===== src/hw/rtl/sll_pkg.sv =====
// ----------------------------------------------------------------------------
// sll_pkg
// Shared types, token and error codes, and character helpers for the
// small language lexer.
// ----------------------------------------------------------------------------
package sll_pkg;

  localparam int unsigned LENGTH_BITS_DEF = 16;
  localparam int unsigned OFFSET_BITS_DEF = 32;
  localparam int unsigned LINE_BITS       = 24;
  localparam logic [LINE_BITS-1:0] START_LINE_RESET = 24'd1;

  typedef enum logic [3:0] {
    MODE_IDLE    = 4'd0,
    MODE_IDENT   = 4'd1,
    MODE_NUMBER  = 4'd2,
    MODE_AFTER_N = 4'd3,
    MODE_KEYWORD = 4'd4,
    MODE_STRING  = 4'd5,
    MODE_LT      = 4'd6,
    MODE_GT      = 4'd7,
    MODE_EQ      = 4'd8,
    MODE_BANG    = 4'd9
  } scan_mode_e;

  // Token kinds.
  localparam logic [4:0] KIND_IDENT   = 5'd0;
  localparam logic [4:0] KIND_NUMBER  = 5'd1;
  localparam logic [4:0] KIND_SQ      = 5'd2;
  localparam logic [4:0] KIND_DQ      = 5'd3;
  localparam logic [4:0] KIND_KW_BASE = 5'd4;
  localparam logic [4:0] KIND_PLUS    = 5'd10;
  localparam logic [4:0] KIND_MINUS   = 5'd11;
  localparam logic [4:0] KIND_STAR    = 5'd12;
  localparam logic [4:0] KIND_SLASH   = 5'd13;
  localparam logic [4:0] KIND_LPAREN  = 5'd14;
  localparam logic [4:0] KIND_RPAREN  = 5'd15;
  localparam logic [4:0] KIND_DOT     = 5'd16;
  localparam logic [4:0] KIND_LT      = 5'd17;
  localparam logic [4:0] KIND_GT      = 5'd19;
  localparam logic [4:0] KIND_ASSIGN  = 5'd21;
  localparam logic [4:0] KIND_NE      = 5'd23;
  localparam logic [4:0] KIND_EOF     = 5'd24;
  localparam logic [4:0] KIND_ERROR   = 5'd25;

  // Error kinds.
  localparam logic [2:0] ERR_NONE       = 3'd0;
  localparam logic [2:0] ERR_NL_IN_STR  = 3'd1;
  localparam logic [2:0] ERR_END_IN_STR = 3'd2;
  localparam logic [2:0] ERR_BAD_ESCAPE = 3'd3;
  localparam logic [2:0] ERR_LONE_BANG  = 3'd4;
  localparam logic [2:0] ERR_UNEXPECTED = 3'd5;

  // Keyword ids.
  localparam logic [2:0] KW_AND   = 3'd0;
  localparam logic [2:0] KW_OR    = 3'd1;
  localparam logic [2:0] KW_NOT   = 3'd2;
  localparam logic [2:0] KW_NIL   = 3'd3;
  localparam logic [2:0] KW_TRUE  = 3'd4;
  localparam logic [2:0] KW_FALSE = 3'd5;

  localparam logic [7:0] CH_NUL = 8'h00;
  localparam logic [7:0] CH_TAB = 8'h09;
  localparam logic [7:0] CH_LF  = 8'h0A;
  localparam logic [7:0] CH_CR  = 8'h0D;
  localparam logic [7:0] CH_BSL = 8'h5C;

  function automatic logic is_digit(input logic [7:0] c);
    return (c >= "0") && (c <= "9");
  endfunction

  function automatic logic is_letter(input logic [7:0] c);
    return ((c >= "a") && (c <= "z")) || ((c >= "A") && (c <= "Z"));
  endfunction

  function automatic logic is_alnum(input logic [7:0] c);
    return is_letter(c) || is_digit(c);
  endfunction

  // Count of characters after the first letter, or after no/ni, of each keyword.
  function automatic logic [2:0] kw_len(input logic [2:0] id);
    logic [2:0] len;
    case (id)
      KW_AND:   len = 3'd2;
      KW_OR:    len = 3'd1;
      KW_NOT:   len = 3'd1;
      KW_NIL:   len = 3'd1;
      KW_TRUE:  len = 3'd3;
      KW_FALSE: len = 3'd4;
      default:  len = 3'd2;
    endcase
    return len;
  endfunction

  // Expected character at position idx after the first letter, or after no/ni.
  function automatic logic [7:0] kw_char(input logic [2:0] id, input logic [1:0] idx);
    logic [7:0] c;
    case (id)
      KW_OR:    c = "r";
      KW_NOT:   c = "t";
      KW_NIL:   c = "l";
      KW_TRUE: begin
        case (idx)
          2'd0:    c = "r";
          2'd1:    c = "u";
          default: c = "e";
        endcase
      end
      KW_FALSE: begin
        case (idx)
          2'd0:    c = "a";
          2'd1:    c = "l";
          2'd2:    c = "s";
          default: c = "e";
        endcase
      end
      default: c = (idx == 2'd0) ? "n" : "d";
    endcase
    return c;
  endfunction

endpackage


===== src/hw/rtl/small_language_lexer.sv =====
// Each accepted byte writes its results into a four-entry result queue. Throughput: one
// byte per cycle; a byte that ends one token and is itself a one-byte token or an error
//   gives two results, which leave the queue one per cycle unless the output stalls.
// The input stalls while the queue holds more than two results.
// Reset clears the scanner to idle, offset and token state to zero, the line counter to 1,
//   and empties the result queue.
// ----------------------------------------------------------------------------
// small_language_lexer
// Byte-at-a-time lexical scanner: one source byte in, up to two tokens out.
// ----------------------------------------------------------------------------
module small_language_lexer #(
  parameter int unsigned LENGTH_BITS = sll_pkg::LENGTH_BITS_DEF,
  parameter int unsigned OFFSET_BITS = sll_pkg::OFFSET_BITS_DEF
) (
  input  logic                        clk_i,
  input  logic                        rst_ni,
  input  logic                        cfg_we_i,
  input  logic [sll_pkg::LINE_BITS-1:0] cfg_wdata_i,
  input  logic                        in_valid_i,
  output logic                        in_stall_o,
  input  logic [7:0]                  ch_i,
  output logic                        out_valid_o,
  input  logic                        out_stall_i,
  output logic [4:0]                  token_kind_o,
  output logic [2:0]                  error_kind_o,
  output logic [OFFSET_BITS-1:0]      start_offset_o,
  output logic [LENGTH_BITS-1:0]      token_length_o,
  output logic [sll_pkg::LINE_BITS-1:0] line_number_o,
  output logic                        last_o
);
  import sll_pkg::*;

  localparam int unsigned QDEPTH = 4;
  localparam int unsigned PTR_W  = $clog2(QDEPTH);
  localparam int unsigned CNT_W  = $clog2(QDEPTH + 1);

  typedef struct packed {
    logic [4:0]             kind;
    logic [2:0]             err;
    logic [OFFSET_BITS-1:0] start;
    logic [LENGTH_BITS-1:0] len;
    logic [LINE_BITS-1:0]   line;
    logic                   last;
  } res_t;

  // Scanner state.
  scan_mode_e             mode_q, mode_d;
  logic [2:0]             kw_id_q, kw_id_d;
  logic [2:0]             kw_match_q, kw_match_d;
  logic                   dq_q, dq_d;
  logic                   esc_q, esc_d;
  logic [OFFSET_BITS-1:0] tok_start_q, tok_start_d;
  logic [LENGTH_BITS-1:0] tok_len_q, tok_len_d;
  logic [OFFSET_BITS-1:0] offset_q;
  logic [LINE_BITS-1:0]   line_q, line_d;

  // Result queue.
  res_t                   queue_q [QDEPTH];
  logic [PTR_W-1:0]       wr_ptr_q, rd_ptr_q;
  logic [CNT_W-1:0]       count_q;

  logic                   accept, pop;
  logic [LENGTH_BITS-1:0] len_inc;
  logic [2:0]             kw_id_eff;
  logic                   run_idle;
  logic                   e1_v, e2_v;
  res_t                   e1, e2;
  res_t                   push_a, push_b;

  assign in_stall_o  = (count_q > CNT_W'(QDEPTH - 2));
  assign accept      = in_valid_i && !in_stall_o;
  assign out_valid_o = (count_q != '0);
  assign pop         = out_valid_o && !out_stall_i;

  assign len_inc   = (&tok_len_q) ? tok_len_q : tok_len_q + LENGTH_BITS'(1);
  assign kw_id_eff = (kw_id_q < 3'd6) ? kw_id_q : KW_AND;

  always_comb begin
    mode_d      = mode_q;
    kw_id_d     = kw_id_q;
    kw_match_d  = kw_match_q;
    dq_d        = dq_q;
    esc_d       = esc_q;
    tok_start_d = tok_start_q;
    tok_len_d   = tok_len_q;
    line_d      = line_q;
    run_idle    = 1'b0;
    e1_v        = 1'b0;
    e2_v        = 1'b0;
    e1          = '{kind: KIND_IDENT, err: ERR_NONE, start: tok_start_q, len: tok_len_q,
                    line: line_q, last: 1'b0};
    e2          = '{kind: KIND_ERROR, err: ERR_NONE, start: offset_q,
                    len: LENGTH_BITS'(1), line: line_q, last: 1'b1};

    // First look at the byte in the mode left by the previous byte.
    case (mode_q)
      MODE_IDENT, MODE_AFTER_N: begin
        if (mode_q == MODE_AFTER_N && ch_i == "i") begin
          tok_len_d  = len_inc;
          mode_d     = MODE_KEYWORD;
          kw_id_d    = KW_NIL;
          kw_match_d = 3'd0;
        end else if (mode_q == MODE_AFTER_N && ch_i == "o") begin
          tok_len_d  = len_inc;
          mode_d     = MODE_KEYWORD;
          kw_id_d    = KW_NOT;
          kw_match_d = 3'd0;
        end else if (is_alnum(ch_i)) begin
          tok_len_d = len_inc;
          mode_d    = MODE_IDENT;
        end else begin
          e1_v     = 1'b1;
          run_idle = 1'b1;
        end
      end
      MODE_NUMBER: begin
        if (is_digit(ch_i)) begin
          tok_len_d = len_inc;
        end else begin
          e1_v      = 1'b1;
          e1.kind   = KIND_NUMBER;
          run_idle  = 1'b1;
        end
      end
      MODE_KEYWORD: begin
        if (kw_match_q < kw_len(kw_id_eff) &&
            ch_i == kw_char(kw_id_eff, kw_match_q[1:0])) begin
          kw_match_d = kw_match_q + 3'd1;
          tok_len_d  = len_inc;
        end else if (is_alnum(ch_i)) begin
          tok_len_d = len_inc;
          mode_d    = MODE_IDENT;
        end else begin
          e1_v = 1'b1;
          if (kw_match_q == kw_len(kw_id_eff)) begin
            e1.kind = KIND_KW_BASE + {2'b00, kw_id_eff};
          end
          run_idle = 1'b1;
        end
      end
      MODE_STRING: begin
        if (esc_q) begin
          esc_d = 1'b0;
          if (ch_i == "'" || ch_i == "\"" || ch_i == CH_BSL || ch_i == "n" ||
              ch_i == "r" || ch_i == "t") begin
            tok_len_d = len_inc;
          end else begin
            e1_v     = 1'b1;
            e1.kind  = KIND_ERROR;
            e1.err   = ERR_BAD_ESCAPE;
            e1.len   = '0;
            run_idle = 1'b1;
          end
        end else if (ch_i == CH_LF || ch_i == CH_NUL) begin
          e1_v     = 1'b1;
          e1.kind  = KIND_ERROR;
          e1.err   = (ch_i == CH_LF) ? ERR_NL_IN_STR : ERR_END_IN_STR;
          e1.len   = '0;
          run_idle = 1'b1;
        end else if (ch_i == CH_BSL) begin
          esc_d     = 1'b1;
          tok_len_d = len_inc;
        end else if (ch_i == (dq_q ? 8'("\"") : 8'("'"))) begin
          // Closing quote belongs to the string and is consumed here.
          tok_len_d = len_inc;
          e1_v      = 1'b1;
          e1.kind   = dq_q ? KIND_DQ : KIND_SQ;
          e1.len    = len_inc;
          e1.last   = 1'b1;
          mode_d    = MODE_IDLE;
        end else begin
          tok_len_d = len_inc;
        end
      end
      MODE_LT, MODE_GT, MODE_EQ: begin
        e1_v    = 1'b1;
        e1.kind = (mode_q == MODE_LT) ? KIND_LT : (mode_q == MODE_GT) ? KIND_GT : KIND_ASSIGN;
        if (ch_i == "=") begin
          e1.kind = e1.kind + 5'd1;
          e1.len  = LENGTH_BITS'(2);
          e1.last = 1'b1;
          mode_d  = MODE_IDLE;
        end else begin
          e1.len   = LENGTH_BITS'(1);
          run_idle = 1'b1;
        end
      end
      MODE_BANG: begin
        e1_v = 1'b1;
        if (ch_i == "=") begin
          e1.kind = KIND_NE;
          e1.len  = LENGTH_BITS'(2);
          e1.last = 1'b1;
          mode_d  = MODE_IDLE;
        end else begin
          e1.kind  = KIND_ERROR;
          e1.err   = ERR_LONE_BANG;
          e1.len   = '0;
          run_idle = 1'b1;
        end
      end
      default: begin
        run_idle = 1'b1;
      end
    endcase

    // Idle: the byte starts a new token (or is re-examined after ending one).
    if (run_idle) begin
      tok_start_d = offset_q;
      tok_len_d   = LENGTH_BITS'(1);
      mode_d      = MODE_IDLE;
      case (ch_i)
        " ", CH_TAB, CH_CR: ;
        CH_LF:  line_d = (&line_q) ? line_q : line_q + LINE_BITS'(1);
        "a": begin mode_d = MODE_KEYWORD; kw_id_d = KW_AND;   kw_match_d = 3'd0; end
        "o": begin mode_d = MODE_KEYWORD; kw_id_d = KW_OR;    kw_match_d = 3'd0; end
        "t": begin mode_d = MODE_KEYWORD; kw_id_d = KW_TRUE;  kw_match_d = 3'd0; end
        "f": begin mode_d = MODE_KEYWORD; kw_id_d = KW_FALSE; kw_match_d = 3'd0; end
        "n":    mode_d = MODE_AFTER_N;
        "'", "\"": begin
          mode_d = MODE_STRING;
          dq_d   = (ch_i == "\"");
          esc_d  = 1'b0;
        end
        "+": begin e2_v = 1'b1; e2.kind = KIND_PLUS;   end
        "-": begin e2_v = 1'b1; e2.kind = KIND_MINUS;  end
        "*": begin e2_v = 1'b1; e2.kind = KIND_STAR;   end
        "/": begin e2_v = 1'b1; e2.kind = KIND_SLASH;  end
        "(": begin e2_v = 1'b1; e2.kind = KIND_LPAREN; end
        ")": begin e2_v = 1'b1; e2.kind = KIND_RPAREN; end
        ".": begin e2_v = 1'b1; e2.kind = KIND_DOT;    end
        "<":    mode_d = MODE_LT;
        ">":    mode_d = MODE_GT;
        "=":    mode_d = MODE_EQ;
        "!":    mode_d = MODE_BANG;
        CH_NUL: begin e2_v = 1'b1; e2.kind = KIND_EOF; end
        default: begin
          if (is_letter(ch_i)) begin
            mode_d = MODE_IDENT;
          end else if (is_digit(ch_i)) begin
            mode_d = MODE_NUMBER;
          end else begin
            e2_v   = 1'b1;
            e2.err = ERR_UNEXPECTED;
            e2.len = '0;
          end
        end
      endcase
    end

    // The first result is final unless the idle pass adds a second one.
    if (e1_v) begin
      e1.last = !e2_v;
    end
  end

  always_comb begin
    push_a = e1_v ? e1 : e2;
    push_b = e2;
  end

  always_ff @(posedge clk_i or negedge rst_ni) begin
    if (!rst_ni) begin
      mode_q      <= MODE_IDLE;
      kw_id_q     <= '0;
      kw_match_q  <= '0;
      dq_q        <= 1'b0;
      esc_q       <= 1'b0;
      tok_start_q <= '0;
      tok_len_q   <= '0;
      offset_q    <= '0;
      line_q      <= START_LINE_RESET;
    end else begin
      if (accept) begin
        mode_q      <= mode_d;
        kw_id_q     <= kw_id_d;
        kw_match_q  <= kw_match_d;
        dq_q        <= dq_d;
        esc_q       <= esc_d;
        tok_start_q <= tok_start_d;
        tok_len_q   <= tok_len_d;
        offset_q    <= offset_q + OFFSET_BITS'(1);
        line_q      <= line_d;
      end
      if (cfg_we_i) begin
        line_q <= cfg_wdata_i;
      end
    end
  end

  always_ff @(posedge clk_i or negedge rst_ni) begin
    if (!rst_ni) begin
      wr_ptr_q <= '0;
      rd_ptr_q <= '0;
      count_q  <= '0;
    end else begin
      if (accept && (e1_v || e2_v)) begin
        wr_ptr_q <= wr_ptr_q + ((e1_v && e2_v) ? PTR_W'(2) : PTR_W'(1));
      end
      if (pop) begin
        rd_ptr_q <= rd_ptr_q + PTR_W'(1);
      end
      count_q <= count_q
               + (accept ? CNT_W'({1'b0, e1_v} + {1'b0, e2_v}) : CNT_W'(0))
               - (pop ? CNT_W'(1) : CNT_W'(0));
    end
  end

  always_ff @(posedge clk_i) begin
    if (accept && (e1_v || e2_v)) begin
      queue_q[wr_ptr_q] <= push_a;
      if (e1_v && e2_v) begin
        queue_q[wr_ptr_q + PTR_W'(1)] <= push_b;
      end
    end
  end

  assign token_kind_o   = queue_q[rd_ptr_q].kind;
  assign error_kind_o   = queue_q[rd_ptr_q].err;
  assign start_offset_o = queue_q[rd_ptr_q].start;
  assign token_length_o = queue_q[rd_ptr_q].len;
  assign line_number_o  = queue_q[rd_ptr_q].line;
  assign last_o         = queue_q[rd_ptr_q].last;

endmodule


===== config.mk =====
export PLATFORM = sky130hd
export DESIGN_NAME = small_language_lexer
export DESIGN_NICKNAME = d
export VERILOG_FILES = /design/src/hw/rtl/sll_pkg.sv /design/src/hw/rtl/small_language_lexer.sv
export SDC_FILE = /design/constraint.sdc
export NUM_CORES = 1
export LEC_CHECK = 0
export ABC_AREA = 1
export BUFFER_PORTS_ARGS = -buffer_cell sky130_fd_sc_hd__buf_2
export CAP_MARGIN = 25
export CORE_MARGIN = 2
export CORE_UTILIZATION = 40
export CTS_CLUSTER_SIZE = 24
export DETAILED_ROUTE_END_ITERATION = 12
export PLACE_DENSITY = 0.53
export SYNTH_ARGS = -nofsm -noshare
export SYNTH_HDL_FRONTEND = slang
export SYNTH_SLANG_ARGS = --single-unit

===== constraint.sdc =====
create_clock -name clk_i -period 7.6 [get_ports clk_i]
set_input_delay 0.76 -clock clk_i [delete_from_list [all_inputs] [get_ports clk_i]]
set_output_delay 0.76 -clock clk_i [all_outputs]
set_load 0.01 [all_outputs]

==> results of run 1 <==
through the flow:
stage / power, uW / util (%)
final: 9880 / 45.6
after global routing: 10500 / 45.6
after CTS: 9900 / 45.4
after detailed placement: 7490 / 42.7
after global placement: 7410 / 42.6
after floorplan: 5990 / -
cell usage after synthesis (12+ instances only):
cell,n
sky130_fd_sc_hd__a21oi_1,41
sky130_fd_sc_hd__buf_2,23
sky130_fd_sc_hd__clkbuf_1,119
sky130_fd_sc_hd__clkinv_1,12
sky130_fd_sc_hd__dfrtp_1,122
sky130_fd_sc_hd__dfxtp_1,68
sky130_fd_sc_hd__edfxtp_1,256
sky130_fd_sc_hd__ha_1,26
sky130_fd_sc_hd__inv_1,212
sky130_fd_sc_hd__nand2_1,582
sky130_fd_sc_hd__nand3_1,353
sky130_fd_sc_hd__nand4_1,29
sky130_fd_sc_hd__nor2_1,398
sky130_fd_sc_hd__nor2_2,12
sky130_fd_sc_hd__nor3_1,37
sky130_fd_sc_hd__o21ai_0,419
sky130_fd_sc_hd__o21ai_1,36
sky130_fd_sc_hd__o22ai_1,88
sky130_fd_sc_hd__xor2_1,58
sequential cells by signal, indices dropped and copies added (netlist names), 3 cells and up:
signal       cells
queue_q        324
offset_q        32
tok_start_q     32
line_q          24
tok_len_q       16
mode_q           4
count_q          3
kw_id_q          3
kw_match_q       3
logic make-up (layout without fill, tap and decap cells):
family                   Yosys count  count (layout)  synth area share [%]
AO/OA/AOI/OAI                    607             607                  13.4
AND/OR/NAND/NOR                 1453            1453                  26.0
XOR/XNOR                          60              60                  2.19
buffers and inverters            395             485                  6.50
flip-flops                       447             447                  50.5
adder cells (fa/ha/maj)           27              27                  1.44
how the worst max path moves through the flow:
| stage | endpoint | slack (ns) |
|---|---|---|
| after floorplan | queue_q[0][10] | 2.51 |
| after global placement | queue_q[0][64] | 1.83 |
| after detailed placement | queue_q[0][0] | 1.68 |
| after CTS | queue_q[0][0] | 1.67 |
| after global routing | queue_q[0][50] | 1.55 |
| final | queue_q[0][50] | 1.96 |
report_power, final:
group	internal (uW)	switching [uW]
combinational	1180	2970
sequential	3020	328
clock	1380	1010
total	5570	4310
layout make-up:
| cell class | instances | share of cell area (%) |
|---|---|---|
| Clock inverter | 22 | 0.667 |
| Tap cell | 773 | 3.58 |
| Inverter | 234 | 3.28 |
| Timing Repair Buffer | 157 | 3.79 |
| Multi-Input combinational cell | 2147 | 38.5 |
| Sequential cell | 447 | 44.9 |
| Clock buffer | 72 | 5.28 |
metal layers:
metal / vias to the layer above / part of all wire (%) / GRT usage [%]
li1: 10300 / - / -
met1: 10400 / 43 / 33.8
met2: 730 / 48 / 42.4
met3: 122 / 6.1 / 2.98
met4: 0 / 2.5 / 7.64
met5: - / 0 / 0
==> results.toml, run 1 <==
[final_layout]
most-common-layout-cells = "sky130_fd_sc_hd__nand2_1, sky130_fd_sc_hd__o21ai_0, sky130_fd_sc_hd__nor2_1"
ff_latch_area_um2 = 12100
flow.area_growth_from_synthesis_pct = 12.4
multi_input_area_um2 = 10400
final_common_cell = "sky130_fd_sc_hd__nand2_1"
final_layout_net_count = 3101
post_route_cells_drive_above_1_share_pct = 9.68
post_layout_nonfiller_instances = 3852
insertedDiodeCount = 0
stdcell_area_um2 = 27000
fillCellCount = 5920

[logic_synthesis]
synth-main-ff-cell = "sky130_fd_sc_hd__edfxtp_1"
synth_warnings = 0
netlist_instances = 2989
synth_seq_cells = 447
synth_seq_area_share_pct = 50.5
ys_top_cells_by_area = "sky130_fd_sc_hd__edfxtp_1, sky130_fd_sc_hd__dfrtp_1, sky130_fd_sc_hd__nand2_1"
postSynth.asyncResetShare_pct = 27.5
netlist.area_leader.share_pct = 32.0
synth_fp_nets = 3053
syn_area_um2 = 24000
syn-mean-instance-area_um2 = 8.04
synth_cell_types = 51
synth_edf_count = 256
synth.largest_area_cell = "sky130_fd_sc_hd__edfxtp_1"

[detailed_routing]
drc_violations_left = 0
antenna_violating_nets_post_route = 0
first_iter_violations = 1780
first_pass_iters = 6
routed_wirelength_um = 78500
vias = 21600
wire_per_inst_um = 20.4
vias_per_cell = 5.60

[timing]
fmax_mhz = 177
tightest_slew_ns = 1.05
postLayoutSetupSlackWorst_ns = 1.96
timing.final.setup_violations = 0
final_critical_path_required_period_ns = 5.64
fin_setup_tns_ns = 0
hold_slack_ns = 0.160
finalHoldViolCount = 0
max_clock_skew_ns = 0.0132
slew_viols_final = 0
relSlewSlack_pct = 29.2
fin_crit_sh_pct = 74.3
setup_repair_after_global_routing_missed_its_margin = "no"

[floorplanning]
die_width_um = 249
fp-row-count = 89
fp.dieH_um = 249
floorplan.die_area_um2 = 62100
initial_core_util_pct = 40.6
ios = 120
core-area_um2 = 59200

[worst_setup_path]
crit_slowest_cell = "sky130_fd_sc_hd__inv_1"
critPathLaunch = "kw_id_q[1]"
reg2reg_slack_ns = 1.96
critPathArrivalTime_ns = 5.96
worstReg2RegStart = "kw_id_q[1]"
cp-start-kind = "flop"
maximum_fanout_encountered_on_the_critical_timing_path = 33
timing.critical_path.depth = 25
path_delay_family = "simple AND/OR/NAND/NOR gates"
worst-setup-path-type = "flop to flop"
reg2reg_depth = 25
worst_setup_path_end_kind = "flop"
timing.critical_path.required_ns = 7.92
path_buf_inv = 6
crit_path_max_incr_delay_ns = 0.67
critical_path.reg2reg.endpoint = "queue_q[0][50]"

[power_and_ir_drop]
power_density_over_the_cells_nw_per_um2 = 366
power.leakage_uw = 0.0109
max-vdd-ir-drop_uv = 189

[grt]
grtUsageTotal_pct = 25.1
first_global_vias = 21300
antenna_found_initial = 0
grt-ovfl-total = 0
first_pass_grt_wire_length_um = 123000
grt_max_degree = 106

[clocking]
cts_num_sinks = 447
clkLatencyLatePin_ns = 0.60
cts_resized = 0
cts-root-buf = "sky130_fd_sc_hd__clkbuf_16"
tritoncts = "yes"
clock_tree.htree_level_count = 2
clock_slew_at_the_register_clock_pins_of_the_worst_setup_and_hold_paths_ns = 0.07
max-clock-path-buffers = 3
tritoncts_buffers = 50
cts_hold_repair.buffers = 0
setup_fix_bufs_post_cts = 0

[job]
cap_violations = 0

[place]
placement.cell_area_um2 = 25300
placed_cells_incl_taps = 3753
finalWeightedCongestion = 0.890
port_buffers = 119
dp_hpwl_um = 49600
dp_worst_setup_slack_ns = 1.68

[hold_path]
worstHoldPathType = "primary input to asynchronous set/reset pin"

[run_status]
status = "complete, no violations"
Power figures use the tool's default switching activity.
==> run 2, diff against run 1 <==
- PLACE_DENSITY: 0.53 -> 0.55
- clock period: 7.6 -> 4.83 ns (I/O delays scaled with it)
==> run 2 against run 1 <==
Compared with the run above:
- utilization rose by 0.28 points
- count of clock-buffer cells in the layout down 5
- non-clock buffer count grew 27
- sequential share of layout area is 0.28 points lower
- clock skew is 0.0026 ns higher
- hold slack improved by 0.028 ns
- critical path depth stayed put
- sequential cell count stayed put
- global-route usage fell by 0.46 points
==> results.toml, run 2 (same netlist as run 1, synthesis figures left out) <==
[final_layout]
post_route_cells_drive_above_1_share_pct = 10.2
flow.area_growth_from_synthesis_pct = 13.1
reg.largest.list = "queue_q (324), offset_q (32), tok_start_q (32)"
fillCellCount = 5792
final_common_cell = "sky130_fd_sc_hd__nand2_1"
insertedDiodeCount = 0
largest_register_ff_count = 324
most-common-layout-cells = "sky130_fd_sc_hd__nand2_1, sky130_fd_sc_hd__o21ai_0, sky130_fd_sc_hd__nor2_1"
largest_register = "queue_q"
post_layout_nonfiller_instances = 3876
final_layout_net_count = 3127

[detailed_routing]
vias_per_cell = 5.64
vias = 21800
wire_per_inst_um = 20.0
routed_wirelength_um = 77500
first_pass_iters = 6
antenna_violating_nets_post_route = 0
drc_violations_left = 0
first_iter_violations = 2187

[worst_setup_path]
worst_setup_path_end_kind = "flop"
crit_path_max_incr_delay_ns = 0.43
maximum_fanout_encountered_on_the_critical_timing_path = 25
critPathArrivalTime_ns = 4.77
critPathLaunch = "kw_id_q[1]"
crit_slowest_cell = "sky130_fd_sc_hd__dfrtp_1"
reg2reg_slack_ns = 0.45
critical_path.reg2reg.endpoint = "queue_q[1][51]"
reg2reg_depth = 25
worst-setup-path-type = "flop to flop"
cp-start-kind = "flop"
timing.critical_path.required_ns = 5.23
worstReg2RegStart = "kw_id_q[1]"

[hold_path]
hp-start = "cfg_wdata_i[12]"
worstHoldPathType = "primary input to flop"
timing.hold.worst_endpoint = "line_q[12]"
min_delay_path_depth = 5

[timing]
final_critical_path_required_period_ns = 4.38
tightest_slew_ns = 1.15
fin_setup_tns_ns = 0
fmax_mhz = 228
finalHoldViolCount = 0
setup_repair_after_global_routing_missed_its_margin = "no"
max_clock_skew_ns = 0.0158
fin_crit_sh_pct = 90.6
slew_viols_final = 0
timing.final.setup_violations = 0
relSlewSlack_pct = 21.2

[grt]
grtUsageTotal_pct = 24.6
first_pass_grt_wire_length_um = 122000
antenna_found_initial = 0
grt-ovfl-total = 0
first_global_vias = 21100
grt_max_degree = 165

[clocking]
clock_tree.htree_level_count = 2
cts-root-buf = "sky130_fd_sc_hd__clkbuf_16"
cts_num_sinks = 447
clkLatencyLatePin_ns = 0.59
max-clock-path-buffers = 3
tritoncts = "yes"
tritoncts_buffers = 49
clock_slew_at_the_register_clock_pins_of_the_worst_setup_and_hold_paths_ns = 0.06

[job]
cap_violations = 0

[place]
port_buffers = 119
finalWeightedCongestion = 0.887
dp_hpwl_um = 48900
placed_cells_incl_taps = 3779

[floorplanning]
ios = 120
fp.dieH_um = 249
die_width_um = 249
initial_core_util_pct = 40.6
core-area_um2 = 59200
floorplan.die_area_um2 = 62100
fp-row-count = 89

[power_and_ir_drop]
power_density_over_the_cells_nw_per_um2 = 571
max-vdd-ir-drop_uv = 380
power.leakage_uw = 0.0109

[run_status]
status = "complete, no violations"
-- run 2: changes by cell type in the layout (fill, tap and decap cells not counted), sizes merged --
cell         previous run  this run
buf                   157       183
inv                   223       220
dlygate4sd3             0         1
clkinvlp                2         7
clkbuf                 72        67
-- run 2: cell type report --
| class | instances | area, um^2 | share of cell area, % |
|---|---|---|---|
| Sequential cell | 447 | 12100 | 44.6 |
| Multi-Input combinational cell | 2147 | 10400 | 38.3 |
| Tap cell | 773 | 967 | 3.56 |
| Inverter | 234 | 897 | 3.30 |
| Timing Repair Buffer | 184 | 1250 | 4.58 |
| Clock inverter | 24 | 185 | 0.681 |
| Clock buffer | 67 | 1350 | 4.95 |
-- run 2: what timing repair did --
item,in CTS,in global routing
gates resized for setup,0,4
endpoints found under the setup margin,0,197
hold buffers,1,0
buffers inserted,0,5
hold endpoints to repair,48,0
-- run 2: power breakdown --
group | internal [uW] | leakage [uW] | switching [uW]
registers | 4750 | 0.00444 | 370
logic | 1930 | 0.00575 | 4840
clock network | 2060 | 0.000740 | 1590
-- run 2: how the worst max path moves through the flow --
stage	endpoint	slack, ns	cells after the start
global route	queue_q[2][55]	0.05	25
floorplan	queue_q[3][10]	0.27	24
CTS	queue_q[0][41]	0.31	25
global placement	queue_q[3][68]	0.35	24
detailed placement	queue_q[0][41]	0.31	25
finish	queue_q[1][51]	0.45	25
-- run 2: routing by layer --
layer | wire, um | GRT usage (%) | vias up
met2 | 36200 | 40.8 | 791
met5 | 0 | 0 | -
li1 | - | - | 10300
met4 | 1950 | 7.49 | 0
met1 | 34500 | 33.9 | 10600
met3 | 4780 | 2.94 | 139
-- run 2: critical path, delay by kind of cell (launching register included) --
| kind | cells | cell delay (ns) |
|---|---|---|
| buffers and inverters | 6 | 1.05 |
| adder cells (fa/ha/maj) | 3 | 0.62 |
| flip-flops | 1 | 0.43 |
| AO/OA/AOI/OAI | 3 | 0.43 |
| AND/OR/NAND/NOR | 13 | 1.66 |
-- run 2: metrics by stage --
| stage | setup slack, ns | hold WS [ns] | util (%) | power, uW | cell area, um^2 |
|---|---|---|---|---|---|
| 2_1_floorplan | 0.272 | 0.187 | - | 9430 | 24000 |
| 3_3_place_gp | 0.346 | 0.433 | 43.2 | 11800 | 25600 |
| 3_5_place_dp | 0.305 | 0.435 | 43.2 | 11900 | 25600 |
| 4_1_cts | 0.307 | 0.167 | 45.8 | 15600 | 27100 |
| 5_1_grt | 0.0474 | 0.223 | 45.9 | 16500 | 27200 |
| 6_report | 0.452 | 0.188 | 45.9 | 15500 | 27200 |
